<file path="src/rtl/prk_pkg.sv">
// Shared constants and types of the permutation rank engine.
package prk_pkg;

  // Fixed field widths of the channels.
  localparam int ValueW = 16;
  localparam int RankW  = 45;
  localparam int SizeW  = 5;

  // Size register value after reset.
  localparam int SizeReset = 16;

  // Default build parameters.
  localparam int MaxElemsDef  = 16;
  localparam int ValueBitsDef = 16;

  // Item modes.
  localparam logic ModeLoad = 1'b0;
  localparam logic ModePerm = 1'b1;

  // Classified operation passed from the front part to the back part.
  typedef struct packed {
    logic is_load;  // Store the value into a slot.
    logic last;     // Final permutation value: the rank is emitted.
  } prk_op_t;

endpackage

</file>
<file path="src/rtl/prk_if.sv">
// Channel interfaces of the permutation rank engine: input, result and size write.
interface prk_in_if
  import prk_pkg::*;
  ();
  logic              valid;
  logic              ready;
  logic              mode;
  logic [ValueW-1:0] value;

  modport source (output valid, output mode, output value, input ready);
  modport sink   (input valid, input mode, input value, output ready);
endinterface

interface prk_out_if
  import prk_pkg::*;
  ();
  logic             valid;
  logic             ready;
  logic [RankW-1:0] rank;
  logic             bad_value;

  modport source (output valid, output rank, output bad_value, input ready);
  modport sink   (input valid, input rank, input bad_value, output ready);
endinterface

interface prk_cfg_if
  import prk_pkg::*;
  ();
  logic             valid;
  logic             ready;
  logic [SizeW-1:0] size;

  modport source (output valid, output size, input ready);
  modport sink   (input valid, input size, output ready);
endinterface

</file>
<file path="src/rtl/permutation_rank_engine_unit.sv">
// Top level: permutation rank engine with size register, front part, queue and back part.
// Throughput: one beat per cycle in steady state while no final beat waits for an unread
// result; each beat takes one pass through the back part's slot match, unused-slot count
// and rank multiply-add. The result is valid in the cycle after the final permutation
// beat leaves the two-entry queue, which holds each beat after it is accepted.
// Reset: size reads 16, all counters, used slots, rank and error flag clear; the set
// store holds no defined data until loaded.
module permutation_rank_engine_unit
  import prk_pkg::*;
#(
  parameter int MAX_ELEMS  = MaxElemsDef,
  parameter int VALUE_BITS = ValueBitsDef
) (
  input  logic      clk_i,
  input  logic      rst_ni,
  prk_cfg_if.sink   cfg_i,
  prk_in_if.sink    in_i,
  prk_out_if.source out_o
);

  localparam int CntW = $clog2(MAX_ELEMS + 1);
  localparam int StW  = (VALUE_BITS < ValueW) ? VALUE_BITS : ValueW;
  localparam int QW   = $bits(prk_op_t) + 2 * CntW + StW;

  logic [SizeW-1:0] size_q, size_d;
  logic             cfg_we;

  logic             f_valid;
  logic             f_ready;
  prk_op_t          f_op;
  logic [CntW-1:0]  f_slot;
  logic [CntW-1:0]  f_factor;
  logic [StW-1:0]   f_value;

  logic             b_valid;
  logic             b_ready;
  logic [QW-1:0]    q_in;
  logic [QW-1:0]    q_out;
  prk_op_t          b_op;
  logic [CntW-1:0]  b_slot;
  logic [CntW-1:0]  b_factor;
  logic [StW-1:0]   b_value;

  // Size register: a write also clears the load and permutation state.
  assign cfg_i.ready = 1'b1;
  assign cfg_we      = cfg_i.valid;
  assign size_d      = cfg_we ? cfg_i.size : size_q;

  always_ff @(posedge clk_i or negedge rst_ni) begin
    if (!rst_ni) begin
      size_q <= SizeW'(SizeReset);
    end else begin
      size_q <= size_d;
    end
  end

  prk_front #(
    .MAX_ELEMS  (MAX_ELEMS),
    .VALUE_BITS (VALUE_BITS)
  ) u_front (
    .clk_i      (clk_i),
    .rst_ni     (rst_ni),
    .clear_i    (cfg_we),
    .size_i     (size_q),
    .in_valid_i (in_i.valid),
    .in_ready_o (in_i.ready),
    .mode_i     (in_i.mode),
    .value_i    (in_i.value),
    .op_valid_o (f_valid),
    .op_ready_i (f_ready),
    .op_o       (f_op),
    .slot_o     (f_slot),
    .factor_o   (f_factor),
    .value_o    (f_value)
  );

  // Queue entries carry the classified beat as one word.
  assign q_in = {f_op, f_slot, f_factor, f_value};
  assign {b_op, b_slot, b_factor, b_value} = q_out;

  prk_fifo #(
    .W (QW)
  ) u_queue (
    .clk_i        (clk_i),
    .rst_ni       (rst_ni),
    .push_valid_i (f_valid),
    .push_ready_o (f_ready),
    .push_data_i  (q_in),
    .pop_valid_o  (b_valid),
    .pop_ready_i  (b_ready),
    .pop_data_o   (q_out)
  );

  prk_back #(
    .MAX_ELEMS  (MAX_ELEMS),
    .VALUE_BITS (VALUE_BITS)
  ) u_back (
    .clk_i       (clk_i),
    .rst_ni      (rst_ni),
    .clear_i     (cfg_we),
    .op_valid_i  (b_valid),
    .op_ready_o  (b_ready),
    .op_i        (b_op),
    .slot_i      (b_slot),
    .factor_i    (b_factor),
    .value_i     (b_value),
    .out_valid_o (out_o.valid),
    .out_ready_i (out_o.ready),
    .rank_o      (out_o.rank),
    .bad_value_o (out_o.bad_value)
  );

endmodule

</file>
<file path="src/rtl/prk_front.sv">
// Front part: accepts beats, tracks load and permutation positions, classifies each beat.
module prk_front
  import prk_pkg::*;
#(
  parameter int MAX_ELEMS  = MaxElemsDef,
  parameter int VALUE_BITS = ValueBitsDef,
  localparam int CntW = $clog2(MAX_ELEMS + 1),
  localparam int StW  = (VALUE_BITS < ValueW) ? VALUE_BITS : ValueW
) (
  input  logic              clk_i,
  input  logic              rst_ni,
  input  logic              clear_i,
  input  logic [SizeW-1:0]  size_i,
  input  logic              in_valid_i,
  output logic              in_ready_o,
  input  logic              mode_i,
  input  logic [ValueW-1:0] value_i,
  output logic              op_valid_o,
  input  logic              op_ready_i,
  output prk_op_t           op_o,
  output logic [CntW-1:0]   slot_o,
  output logic [CntW-1:0]   factor_o,
  output logic [StW-1:0]    value_o
);

  logic [CntW-1:0] elems;
  logic [CntW-1:0] load_cnt_q, load_cnt_d;
  logic [CntW-1:0] perm_cnt_q, perm_cnt_d;
  logic [CntW-1:0] load_slot;
  logic [CntW-1:0] perm_next;
  logic            is_last;
  logic            accept;

  // Effective element count: the size register clamped to 1..MAX_ELEMS.
  always_comb begin
    if (size_i == '0) begin
      elems = CntW'(1);
    end else if (32'(size_i) > MAX_ELEMS) begin
      elems = CntW'(MAX_ELEMS);
    end else begin
      elems = CntW'(size_i);
    end
  end

  // A load past the last slot starts again at slot one.
  assign load_slot = (load_cnt_q >= elems) ? CntW'(1) : load_cnt_q + CntW'(1);
  assign perm_next = perm_cnt_q + CntW'(1);
  assign is_last   = (perm_next >= elems);

  assign accept     = in_valid_i && op_ready_i;
  assign in_ready_o = op_ready_i;
  assign op_valid_o = in_valid_i;

  // Classified beat: loads carry their slot, permutation beats carry the search bound.
  always_comb begin
    op_o.is_load = (mode_i == ModeLoad);
    op_o.last    = (mode_i == ModePerm) && is_last;
    slot_o       = (mode_i == ModeLoad) ? load_slot : load_cnt_q;
    factor_o     = elems - perm_cnt_q;
    value_o      = value_i[StW-1:0];
  end

  // The position counter of the beat's mode advances on every accepted beat; a size write clears both.
  always_comb begin
    load_cnt_d = load_cnt_q;
    perm_cnt_d = perm_cnt_q;
    if (clear_i) begin
      load_cnt_d = '0;
      perm_cnt_d = '0;
    end else if (accept) begin
      if (mode_i == ModeLoad) begin
        load_cnt_d = load_slot;
      end else begin
        perm_cnt_d = is_last ? '0 : perm_next;
      end
    end
  end

  always_ff @(posedge clk_i or negedge rst_ni) begin
    if (!rst_ni) begin
      load_cnt_q <= '0;
      perm_cnt_q <= '0;
    end else begin
      load_cnt_q <= load_cnt_d;
      perm_cnt_q <= perm_cnt_d;
    end
  end

endmodule

</file>
<file path="src/rtl/prk_fifo.sv">
// Two-entry queue that decouples the front part from the back part.
module prk_fifo #(
  parameter int W = 8
) (
  input  logic         clk_i,
  input  logic         rst_ni,
  input  logic         push_valid_i,
  output logic         push_ready_o,
  input  logic [W-1:0] push_data_i,
  output logic         pop_valid_o,
  input  logic         pop_ready_i,
  output logic [W-1:0] pop_data_o
);

  logic [W-1:0] mem_q [2];
  logic         wr_ptr_q, wr_ptr_d;
  logic         rd_ptr_q, rd_ptr_d;
  logic [1:0]   count_q, count_d;
  logic         push;
  logic         pop;

  assign push_ready_o = (count_q != 2'd2);
  assign pop_valid_o  = (count_q != 2'd0);
  assign pop_data_o   = mem_q[rd_ptr_q];

  assign push = push_valid_i && push_ready_o;
  assign pop  = pop_valid_o && pop_ready_i;

  // Pointer and fill level update.
  always_comb begin
    wr_ptr_d = push ? ~wr_ptr_q : wr_ptr_q;
    rd_ptr_d = pop ? ~rd_ptr_q : rd_ptr_q;
    count_d  = count_q + {1'b0, push} - {1'b0, pop};
  end

  always_ff @(posedge clk_i or negedge rst_ni) begin
    if (!rst_ni) begin
      wr_ptr_q <= 1'b0;
      rd_ptr_q <= 1'b0;
      count_q  <= 2'd0;
    end else begin
      wr_ptr_q <= wr_ptr_d;
      rd_ptr_q <= rd_ptr_d;
      count_q  <= count_d;
    end
  end

  // Entry storage holds payload only.
  always_ff @(posedge clk_i) begin
    if (push) begin
      mem_q[wr_ptr_q] <= push_data_i;
    end
  end

endmodule

</file>
<file path="src/rtl/prk_back.sv">
// Back part: set store, slot match, unused-slot count and Horner rank update.
module prk_back
  import prk_pkg::*;
#(
  parameter int MAX_ELEMS  = MaxElemsDef,
  parameter int VALUE_BITS = ValueBitsDef,
  localparam int CntW = $clog2(MAX_ELEMS + 1),
  localparam int IdxW = $clog2(MAX_ELEMS),
  localparam int StW  = (VALUE_BITS < ValueW) ? VALUE_BITS : ValueW
) (
  input  logic             clk_i,
  input  logic             rst_ni,
  input  logic             clear_i,
  input  logic             op_valid_i,
  output logic             op_ready_o,
  input  prk_op_t          op_i,
  input  logic [CntW-1:0]  slot_i,
  input  logic [CntW-1:0]  factor_i,
  input  logic [StW-1:0]   value_i,
  output logic             out_valid_o,
  input  logic             out_ready_i,
  output logic [RankW-1:0] rank_o,
  output logic             bad_value_o
);

  logic [StW-1:0]       store_q [MAX_ELEMS];
  logic [MAX_ELEMS-1:0] used_q, used_d;
  logic [RankW-1:0]     rank_q, rank_d;
  logic                 err_q, err_d;
  logic                 out_valid_q, out_valid_d;
  logic [RankW-1:0]     out_rank_q;
  logic                 out_bad_q;

  logic [MAX_ELEMS-1:0] match;
  logic [MAX_ELEMS-1:0] sel;
  logic [MAX_ELEMS-1:0] below;
  logic                 seen;
  logic                 bad;
  logic [CntW-1:0]      count;
  logic [RankW-1:0]     product;
  logic [RankW-1:0]     rank_nxt;
  logic                 pop;
  logic                 do_perm;
  logic [IdxW-1:0]      wr_idx;

  // A final beat waits until the result register is free.
  assign op_ready_o = !op_i.last || !out_valid_q || out_ready_i;
  assign pop        = op_valid_i && op_ready_o;
  assign do_perm    = pop && !op_i.is_load;
  assign wr_idx     = IdxW'(slot_i - CntW'(1));

  // Compare the value against every loaded slot up to the search bound.
  always_comb begin
    for (int s = 0; s < MAX_ELEMS; s++) begin
      match[s] = (store_q[s] == value_i) && (CntW'(s) < slot_i);
    end
  end

  // The highest matching slot wins.
  always_comb begin
    seen = 1'b0;
    sel  = '0;
    for (int s = MAX_ELEMS - 1; s >= 0; s--) begin
      sel[s] = match[s] && !seen;
      seen   = seen || match[s];
    end
  end

  // Absent or already used values are flagged and count zero.
  assign bad   = (sel == '0) || ((sel & used_q) != '0);
  assign below = sel - MAX_ELEMS'(1);

  always_comb begin
    count = '0;
    for (int s = 0; s < MAX_ELEMS; s++) begin
      count = count + CntW'(below[s] && !used_q[s] && !bad);
    end
  end

  // Horner step of the factorial-base rank, kept modulo the rank width.
  assign product  = rank_q * {{(RankW - CntW){1'b0}}, factor_i};
  assign rank_nxt = product + {{(RankW - CntW){1'b0}}, count};

  // Permutation state and result register update.
  always_comb begin
    used_d      = used_q;
    rank_d      = rank_q;
    err_d       = err_q;
    out_valid_d = out_valid_q && !out_ready_i;
    if (clear_i) begin
      used_d = '0;
      rank_d = '0;
      err_d  = 1'b0;
    end else if (do_perm) begin
      if (op_i.last) begin
        used_d      = '0;
        rank_d      = '0;
        err_d       = 1'b0;
        out_valid_d = 1'b1;
      end else begin
        used_d = bad ? used_q : (used_q | sel);
        rank_d = rank_nxt;
        err_d  = err_q || bad;
      end
    end
  end

  always_ff @(posedge clk_i or negedge rst_ni) begin
    if (!rst_ni) begin
      used_q      <= '0;
      rank_q      <= '0;
      err_q       <= 1'b0;
      out_valid_q <= 1'b0;
    end else begin
      used_q      <= used_d;
      rank_q      <= rank_d;
      err_q       <= err_d;
      out_valid_q <= out_valid_d;
    end
  end

  // Result payload is captured with the final permutation beat.
  always_ff @(posedge clk_i) begin
    if (do_perm && op_i.last) begin
      out_rank_q <= rank_nxt;
      out_bad_q  <= err_q || bad;
    end
  end

  // Set store: one slot written per load beat.
  always_ff @(posedge clk_i) begin
    if (pop && op_i.is_load) begin
      store_q[wr_idx] <= value_i;
    end
  end

  assign out_valid_o = out_valid_q;
  assign rank_o      = out_rank_q;
  assign bad_value_o = out_bad_q;

  // The slot selection of a waiting permutation beat never picks more than one slot.
  a_sel_onehot: assert property (@(posedge clk_i) disable iff (!rst_ni)
    (op_valid_i && !op_i.is_load) |-> $onehot0(sel))
    else $error("slot selection is not one-hot");

  // A final beat never overwrites a result that is still waiting.
  a_no_overrun: assert property (@(posedge clk_i) disable iff (!rst_ni)
    !(do_perm && op_i.last && out_valid_q && !out_ready_i))
    else $error("result register overrun");

  // A final beat leaves a pending result and a cleared permutation state.
  a_last_result: assert property (@(posedge clk_i) disable iff (!rst_ni)
    (do_perm && op_i.last && !clear_i) |=>
      (out_valid_q && used_q == '0 && rank_q == '0 && !err_q))
    else $error("final beat did not emit and clear");

  // A successful match marks its slot as used.
  a_mark_used: assert property (@(posedge clk_i) disable iff (!rst_ni)
    (do_perm && !op_i.last && !bad && !clear_i) |=> ((used_q & $past(sel)) != '0))
    else $error("matched slot not marked used");

endmodule
</file>
<file path="src/flat_wrapper.sv">
// flat-port wrapper written by rule: the top's interface ports become plain ports
module permutation_rank_engine_unit_flat import prk_pkg::*;
#(
  parameter int MAX_ELEMS  = MaxElemsDef,
  parameter int VALUE_BITS = ValueBitsDef
)
  (clk_i, rst_ni, cfg_i_valid, cfg_i_size, cfg_i_ready, in_i_valid, in_i_mode, in_i_value, in_i_ready, out_o_valid, out_o_rank, out_o_bad_value, out_o_ready);
  prk_cfg_if cfg_i_i ();
  prk_in_if in_i_i ();
  prk_out_if out_o_i ();
  input  logic clk_i;
  input  logic rst_ni;
  input wire logic [$bits(cfg_i_i.valid)-1:0] cfg_i_valid;
  input wire logic [$bits(cfg_i_i.size)-1:0] cfg_i_size;
  output wire logic [$bits(cfg_i_i.ready)-1:0] cfg_i_ready;
  input wire logic [$bits(in_i_i.valid)-1:0] in_i_valid;
  input wire logic [$bits(in_i_i.mode)-1:0] in_i_mode;
  input wire logic [$bits(in_i_i.value)-1:0] in_i_value;
  output wire logic [$bits(in_i_i.ready)-1:0] in_i_ready;
  output wire logic [$bits(out_o_i.valid)-1:0] out_o_valid;
  output wire logic [$bits(out_o_i.rank)-1:0] out_o_rank;
  output wire logic [$bits(out_o_i.bad_value)-1:0] out_o_bad_value;
  input wire logic [$bits(out_o_i.ready)-1:0] out_o_ready;
  assign cfg_i_i.valid = cfg_i_valid;
  assign cfg_i_i.size = cfg_i_size;
  assign cfg_i_ready = cfg_i_i.ready;
  assign in_i_i.valid = in_i_valid;
  assign in_i_i.mode = in_i_mode;
  assign in_i_i.value = in_i_value;
  assign in_i_ready = in_i_i.ready;
  assign out_o_valid = out_o_i.valid;
  assign out_o_rank = out_o_i.rank;
  assign out_o_bad_value = out_o_i.bad_value;
  assign out_o_i.ready = out_o_ready;
  permutation_rank_engine_unit #(.MAX_ELEMS(MAX_ELEMS), .VALUE_BITS(VALUE_BITS)) u_core (.clk_i(clk_i), .rst_ni(rst_ni), .cfg_i(cfg_i_i), .in_i(in_i_i), .out_o(out_o_i));
endmodule
</file>
<file path="config.mk">
export PLATFORM = sky130hd
export DESIGN_NAME = permutation_rank_engine_unit_flat
export DESIGN_NICKNAME = d
export VERILOG_FILES = /design/src/rtl/prk_pkg.sv /design/src/rtl/prk_if.sv /design/src/rtl/permutation_rank_engine_unit.sv /design/src/rtl/prk_front.sv /design/src/rtl/prk_fifo.sv /design/src/rtl/prk_back.sv /design/src/flat_wrapper.sv
export SDC_FILE = /design/constraint.sdc
export NUM_CORES = 2
export LEC_CHECK = 0
export BUFFER_PORTS_ARGS = -buffer_cell sky130_fd_sc_hd__buf_4
export CAP_MARGIN = 30
export CORE_MARGIN = 4
export CORE_UTILIZATION = 30
export DETAILED_ROUTE_END_ITERATION = 6
export HOLD_SLACK_MARGIN = 0.03
export PLACE_DENSITY = 0.48
export REMOVE_ABC_BUFFERS = 1
export SLEW_MARGIN = 20
export SYNTH_ARGS = -nofsm -noshare
export SYNTH_HDL_FRONTEND = slang
export SYNTH_SLANG_ARGS = --single-unit
</file>
<file path="constraint.sdc">
create_clock -name clk_i -period 21.9 [get_ports clk_i]
set_clock_uncertainty 0.15 [all_clocks]
set_input_delay 1.095 -clock clk_i [delete_from_list [all_inputs] [get_ports clk_i]]
set_output_delay 1.095 -clock clk_i [all_outputs]
set_load 0.01 [all_outputs]
</file>
Word-level counts from Yosys, hierarchy flattened
Memories as Yosys holds them, arrays and structs flattened.
Index checks and enable logic that the tools add are counted.
- equality and inequality tests: 18
- add/subtract/negate cells: 23
- mux-type cells: 27
- $mul: 1
- order comparisons: 19
- bitwise operators: 5
- reduce and logical (&&, ||, !) cells: 133
- operators by type and width (operator ; number):
    equality test 16 bit ; 16
    two-way mux 45 bit ; 3
    logical AND 1 bit ; 70
    two-way mux 16 bit ; 4
    adder 5 x 1 -> 5 bit ; 11
    two-way mux 5 bit ; 10
    adder 45 x 5 -> 45 bit ; 1
    multiplier 45 x 5 -> 45 bit ; 1
    less-than comparator 4 x 5 -> 1 bit (first input constant) ; 8
    logical NOT 1 bit ; 36
    less-than comparator 3 x 5 -> 1 bit (first input constant) ; 4
    logical OR 1 bit ; 18
    bitwise AND 16 bit ; 1
    logical NOT 16 bit ; 1
    OR 16 bit ; 1
    nonzero test 16 bit ; 1
    subtractor 16 x 1 -> 16 bit (second input constant) ; 1
    adder 5 x 1 -> 5 bit (second input constant) ; 2
    >= comparator 5 bit ; 2
    less-than comparator 1 x 5 -> 1 bit (first input constant) ; 2
    less-than comparator 2 x 5 -> 1 bit (first input constant) ; 2
    two-way mux 1 bit ; 10
    nonzero test 2 bit ; 4
    adder 4 x 1 -> 5 bit ; 1
    other kinds (13) ; 16
- memories kept: 2
- bits in writable memories: 312
- input bits: 27
- bits in registers: 128
- logic and storage cells: 240
- output and inout bits: 49
- memory list (name ; depth ; bits a word ; rd ports ; clocked after memory_dff ; write ports ; RTL line ; source):
    u_core.u_back.store_q ; 16 ; 16 ; 16 ; 0 ; 1 ; prk_back.sv:26 ; logic [StW-1:0] store_q [MAX_ELEMS];
    u_core.u_queue.mem_q ; 2 ; 28 ; 1 ; 0 ; 1 ; prk_fifo.sv:15 ; logic [W-1:0] mem_q [2];

Longest topological paths before layout
An unclocked memory read counts as a cell.
- depth after elaboration: 43
- mapped depth: 44
- gate-level depth less buffers: 39

Cells and area by module
A second synthesis with hierarchy kept.
- cell total of the unflattened synthesis: 2366
- area, all modules: 28016.9 um^2
- modules (own cells, without submodules) (module ; instances ; area an instance (um^2) ; seq. area each (um^2) ; cells each):
    prk_back ; 1 ; 24348.4 ; 10645.2 ; 2099
    prk_fifo ; 1 ; 2260.9 ; 1781.7 ; 104
    prk_front ; 1 ; 1213.7 ; 250.2 ; 151
    permutation_rank_engine_unit ; 1 ; 193.9 ; 126.4 ; 12

Worst setup path before layout
Ideal clock, no wire load.
- kind: register to register
- start point: register u_core.u_queue.rd_ptr_q
- end point: register u_core.u_back.rank_q[44]
- stages on the path, launching flop included: 42
- required time: 21.629 ns
- path buffers: 4
- path slack: 11.794 ns
- clock period less this slack: 10.106 ns
- setup time: 0.121 ns
- arrival: 9.835 ns
- cells stage by stage: dfrtp_1 buf_6 buf_6 mux2i_4 buf_4 xnor2_1 nor4_1 nand3_1 nor4_1 nor3_1 nand3_1 nor2b_1 nand3_1 ha_1 inv_1 nor2_1 a21oi_2 or3b_1 [... 6 more ...] inv_1 fa_1 fa_1 fa_1 inv_1 ha_1 fa_1 a21o_1 a21oi_1 o21ai_0 a22o_1 a2111oi_0 o21ai_0 a31o_2 a2111o_1 a31oi_1 xnor2_1 a22o_1
- cells in the longest elaborated chain, start to end: 43
- elaborated cells on any way between the ends: 158
- classes of those cells: 17 x add/sub; 1 x mul; 16 x order compare; 16 x eq/ne; 3 x mux; 1 x bitwise; 103 x reduce/logical; 1 x memory
- RTL lines (what ; RTL line ; source):
    start, declared ; prk_fifo.sv:17 ; logic rd_ptr_q, rd_ptr_d;
    start signal, assigned ; prk_fifo.sv:43 ; rd_ptr_q <= rd_ptr_d;
    memory (2 x 28 bit) * ; - ;
    parallel branches: the longest is 38 deep, another holds less-than comparator 4 x 5 -> 1 bit ; - ;
    adder 45 x 5 -> 45 bit * ; prk_back.sv:82 ; assign rank_nxt = product + {{(RankW - CntW){1'b0}}, count};
    named net u_core.u_back.rank_nxt[44] ; prk_back.sv:41 ; logic [RankW-1:0] rank_nxt;
    two-way mux 45 bit * ; prk_back.sv:95 ; if (op_i.last) begin
    two-way mux 45 bit * ; prk_back.sv:94 ; end else if (do_perm) begin
    two-way mux 45 bit * ; prk_back.sv:90 ; if (clear_i) begin
    end signal, assigned ; prk_back.sv:116 ; rank_q <= rank_d;
    end, declared ; prk_back.sv:28 ; logic [RankW-1:0] rank_q, rank_d;
Mark *: on every way through the listed nets, which the timed path passes. The select of a mux whose other input is x is not followed.
A chain may end at the register's enable or synchronous reset.

Worst setup path in the final report
Same ends and word-level chain as after synthesis.

==> parameters.txt <==
Parameter                              Value

Yosys
  Mean cell area of the mapped netlist ... 11.8 µm²
  Proportion of register bits with asynchronous set or reset after synthesis ... 0.186
  Seq/Total Area, Yosys ... 0.460
  Post-Synthesis Cell Area ... 27800 µm²
  Number of flops mapped to enable cells by yosys ... 358
  Post-synthesis register bit count ... 440
  Gate count after technology mapping ... 2363
  Most used flip-flop cell after synthesis ... sky130_fd_sc_hd__edfxtp_1
  Number of synthesis warnings ... 0
  Yosys cell types ... 78

Layout
  Inserted Diodes ... 0
  Layout net count ... 2831
  Fraction of final layout cells with drive strength greater than 1 ... 0.103
  Final core occ ... 0.347
  Area growth syn-to-layout ... 14.7%

Clock network
  Setup repair bufs after CTS ... 0
  Clock edge transition at the registers on the reported setup and hold paths ... 0.06 ns
  Insertion delay of the later-clocked pin in the worst-skew pair ... 0.62 ns
  Number of clock sinks seen by CTS ... 440
  TritonCTS buffer count ... 51
  H-tree level count ... 2
  Maximum clock insertion buffer count ... 3
  Clock tree from TritonCTS ... built
  CTS root buf ... sky130_fd_sc_hd__clkbuf_16
  Post-CTS Hold Fix Bufs ... 0
  Total of cells resized after clock tree synthesis ... 0

Routing
  Via Count ... 18400
  Ratio of routed vias to standard cells ... 4.89
  Routed wire per std cell ... 20.6 µm
  Detailed router's first-iteration violation count ... 1171
  Final Routed Wirelength ... 77500 µm
  Remaining number of nets flagged by the antenna check after routing ... 0
  First-pass DRT Iterations ... 5
  DRC viols ... 0

Timing
  Shortest period the worst path allows ... 12.06 ns
  Transition time at the pin with the least slew margin ... 0.992 ns
  Finish-stage setup viols ... 0
  Worst max-slew margin expressed relative to the limit ... 0.338
  Final worst-path setup slack ... 9.84 ns
  Sum Neg Setup Slack ... 0 ns
  WHS ... 0.287 ns
  Crit share post-route ... 0.551
  Number of endpoints with negative hold slack in the final report ... 0
  Maximum clock rate ... 0.0829 GHz
  Number of pins with negative max-slew slack in the final report ... 0
  RSZ-0062 raised after global routing ... no

Pwr
  Total chip power ... 3.21 mW
  Cell Pwr Density ... 101 nW/µm²
  Leakage power total ... 12.4 nW
  Worst voltage drop across the vdd grid ... 86.2 µV

Placed design
  RePlAce Congestion ... 0.858
  Count of port buffers added during placement ... 74
  DP HPWL ... 54500 µm
  Worst Setup Slack post-DPL ... 9.69 ns

GRT
  Number of global-route vias before repair ... 19100
  All-layer global routing usage ... 0.158
  Residual overflow from global routing ... 0
  Pin count of the biggest net entering global routing ... 53
  Wire length of the first global-routing pass ... 119000 µm
  Number of antenna violations at the first check in global routing ... 1

Critical path
  Setup crit start kind ... flip-flop
  CP max FO ... 34
  Dominant cell type by count on the critical path ... sky130_fd_sc_hd__fa_1
  Critical path data required time ... 22.24 ns
  Number of cells traversed by the worst register-to-register path ... 39
  Max incr delay on CP ... 0.81 ns
  Worst setup slack for register-to-register paths ... 9.84 ns
  Data arrival, critical path ... 12.40 ns
  Critical path capture point type ... flip-flop
  WS Path Type ... reg2reg
  R2r endpoint ... u_core.u_back.rank_q[44]
  Start of the worst register-to-register path ... u_core.u_queue.rd_ptr_q
  Cell at the slowest stage of the critical path ... sky130_fd_sc_hd__dfrtp_4

Floorplan
  Die Span X ... 313 µm
  Core box area ... 91900 µm²
  Number of rows created at floorplan ... 111
  Effective utilization at floorplan ... 0.303
  DIE HEIGHT ... 313 µm
  Number of top-level pins ... 76
  Floorplan die area ... 97800 µm²

Job
  MaxCap Viol Count ... 0

Hold path
  Classification of the worst-slack hold path ... in2async

Outcome
  Status ... complete, no violations
[final cells by class]
cell class / instances / area (µm²)
Multi-Input combinational cell: 1658 / 14100
Tap cell: 1243 / 1560
Sequential cell: 440 / 12800
Clock buffer: 61 / 1350
Timing Repair Buffer: 121 / 1050
Fill cell: 9160 / 60000
Inverter: 202 / 758
Clock inverter: 31 / 333
[how the worst max path moves through the flow]
stage | from | to | slack, ns | cells after the start
after global routing | u_core.u_queue.rd_ptr_q | u_core.u_back.rank_q[42] | 8.91 | 38
after global placement | u_core.u_queue.rd_ptr_q | u_core.u_back.rank_q[44] | 9.59 | 37
final | u_core.u_queue.rd_ptr_q | u_core.u_back.rank_q[44] | 9.84 | 39
after floorplan | u_core.u_queue.rd_ptr_q | u_core.u_back.rank_q[44] | 9.62 | 37
after CTS | u_core.u_queue.rd_ptr_q | u_core.u_back.rank_q[42] | 9.62 | 38
after detailed placement | u_core.u_queue.rd_ptr_q | u_core.u_back.rank_q[42] | 9.69 | 38
[stage by stage]
stage | instance area [µm²] | cells
floorplan | 27500 | 2300
global placement | 30000 | 3651
detailed placement | 30200 | 3662
CTS | 31900 | 3754
global route | 31900 | 3756
finish | 31900 | 3756
[routing by layer]
| layer | wire, µm | vias up | part of all wire | track usage |
|---|---|---|---|---|
| met3 | 3870 | 112 | 0.050 | 0.0225 |
| met2 | 35800 | 486 | 0.46 | 0.258 |
| met5 | 0 | - | 0 | 0 |
| met4 | 1690 | 0 | 0.022 | 0.0391 |
| li1 | - | 8523 | - | - |
| met1 | 36100 | 9246 | 0.47 | 0.222 |
[cells in the final DEF, fill, tap and decap left out, types with 19 or more instances in the layout]
cell type,n
sky130_fd_sc_hd__a21o_1,34
sky130_fd_sc_hd__a21oi_1,54
sky130_fd_sc_hd__a22o_1,50
sky130_fd_sc_hd__buf_4,109
sky130_fd_sc_hd__clkbuf_16,52
sky130_fd_sc_hd__dfrtp_1,80
sky130_fd_sc_hd__edfxtp_1,358
sky130_fd_sc_hd__fa_1,134
sky130_fd_sc_hd__ha_1,196
sky130_fd_sc_hd__inv_1,202
sky130_fd_sc_hd__nand2_1,203
sky130_fd_sc_hd__nand2b_1,19
sky130_fd_sc_hd__nand3_1,43
sky130_fd_sc_hd__nand4_1,21
sky130_fd_sc_hd__nor2_1,109
sky130_fd_sc_hd__nor2b_1,99
sky130_fd_sc_hd__nor3_1,42
sky130_fd_sc_hd__nor4_1,93
sky130_fd_sc_hd__o21ai_0,47
sky130_fd_sc_hd__xnor2_1,304
sky130_fd_sc_hd__xor2_1,19
[flip-flops by register name, indices dropped and copies added (netlist names)]
register / count
u_core.u_back.err_q: 1
u_core.u_queue.count_q: 2
u_core.u_back.rank_q: 45
u_core.u_queue.wr_ptr_q: 1
u_core.u_queue.mem_q: 56
u_core.u_front.perm_cnt_q: 5
u_core.u_back.store_q: 256
u_core.u_back.rank_o: 45
u_core.u_back.out_valid_o: 1
u_core.u_back.bad_value_o: 1
u_core.u_queue.rd_ptr_q: 1
u_core.u_front.load_cnt_q: 5
u_core.u_back.used_q: 16
u_core.size_q: 5
[critical path: cells and delay by family, from the launching register on]
kind                       cells  cell delay [ns]
AOI/OAI and AO/OA             12             3.49
xor gates and xnor gates       2             0.27
adders and majority gates      8             3.47
buffers and inverters          6             0.71
DFF                            1             0.81
muxes                          1             0.66
and+or+nand+nor               10             2.32
[synth_stat cells, types with 21 or more instances]
cell type / n / share of area
sky130_fd_sc_hd__nor2b_1: 100 / 0.022
sky130_fd_sc_hd__nor3_1: 43 / 0.0077
sky130_fd_sc_hd__nor2_1: 121 / 0.016
sky130_fd_sc_hd__a22o_1: 50 / 0.016
sky130_fd_sc_hd__xnor2_1: 304 / 0.096
sky130_fd_sc_hd__dfrtp_1: 81 / 0.073
sky130_fd_sc_hd__nor4_1: 94 / 0.021
sky130_fd_sc_hd__fa_1: 134 / 0.096
sky130_fd_sc_hd__inv_1: 202 / 0.027
sky130_fd_sc_hd__a21o_1: 34 / 0.0092
sky130_fd_sc_hd__ha_1: 196 / 0.088
sky130_fd_sc_hd__o21ai_0: 47 / 0.0084
sky130_fd_sc_hd__edfxtp_1: 358 / 0.39
sky130_fd_sc_hd__nand4_1: 21 / 0.0047
sky130_fd_sc_hd__clkbuf_1: 36 / 0.0049
sky130_fd_sc_hd__nand2_1: 203 / 0.027
sky130_fd_sc_hd__nand3_1: 43 / 0.0077
sky130_fd_sc_hd__a21oi_1: 54 / 0.0097
[logic make-up (layout without fill, tap and decap cells)]
family / Yosys count / in the layout / synth area share
AO/OA/AOI/OAI: 268 / 268 / 0.0675
XOR/XNOR: 323 / 323 / 0.102
adder cells (fa/ha/maj): 330 / 330 / 0.184
buffers and inverters: 265 / 415 / 0.0390
flip-flops: 440 / 440 / 0.460
multiplexers: 35 / 35 / 0.0189
other: 1 / 1 / 0.000135
AND/OR/NAND/NOR: 701 / 701 / 0.129
[where the power goes]
group	switching (mW)	total, mW	internal [mW]
Clock	0.374	0.864	0.490
Combinational	0.796	1.17	0.378
Sequential	0.0713	1.18	1.10
Total	1.24	3.21	1.97
Note: power is estimated with default switching activity, not from simulation.
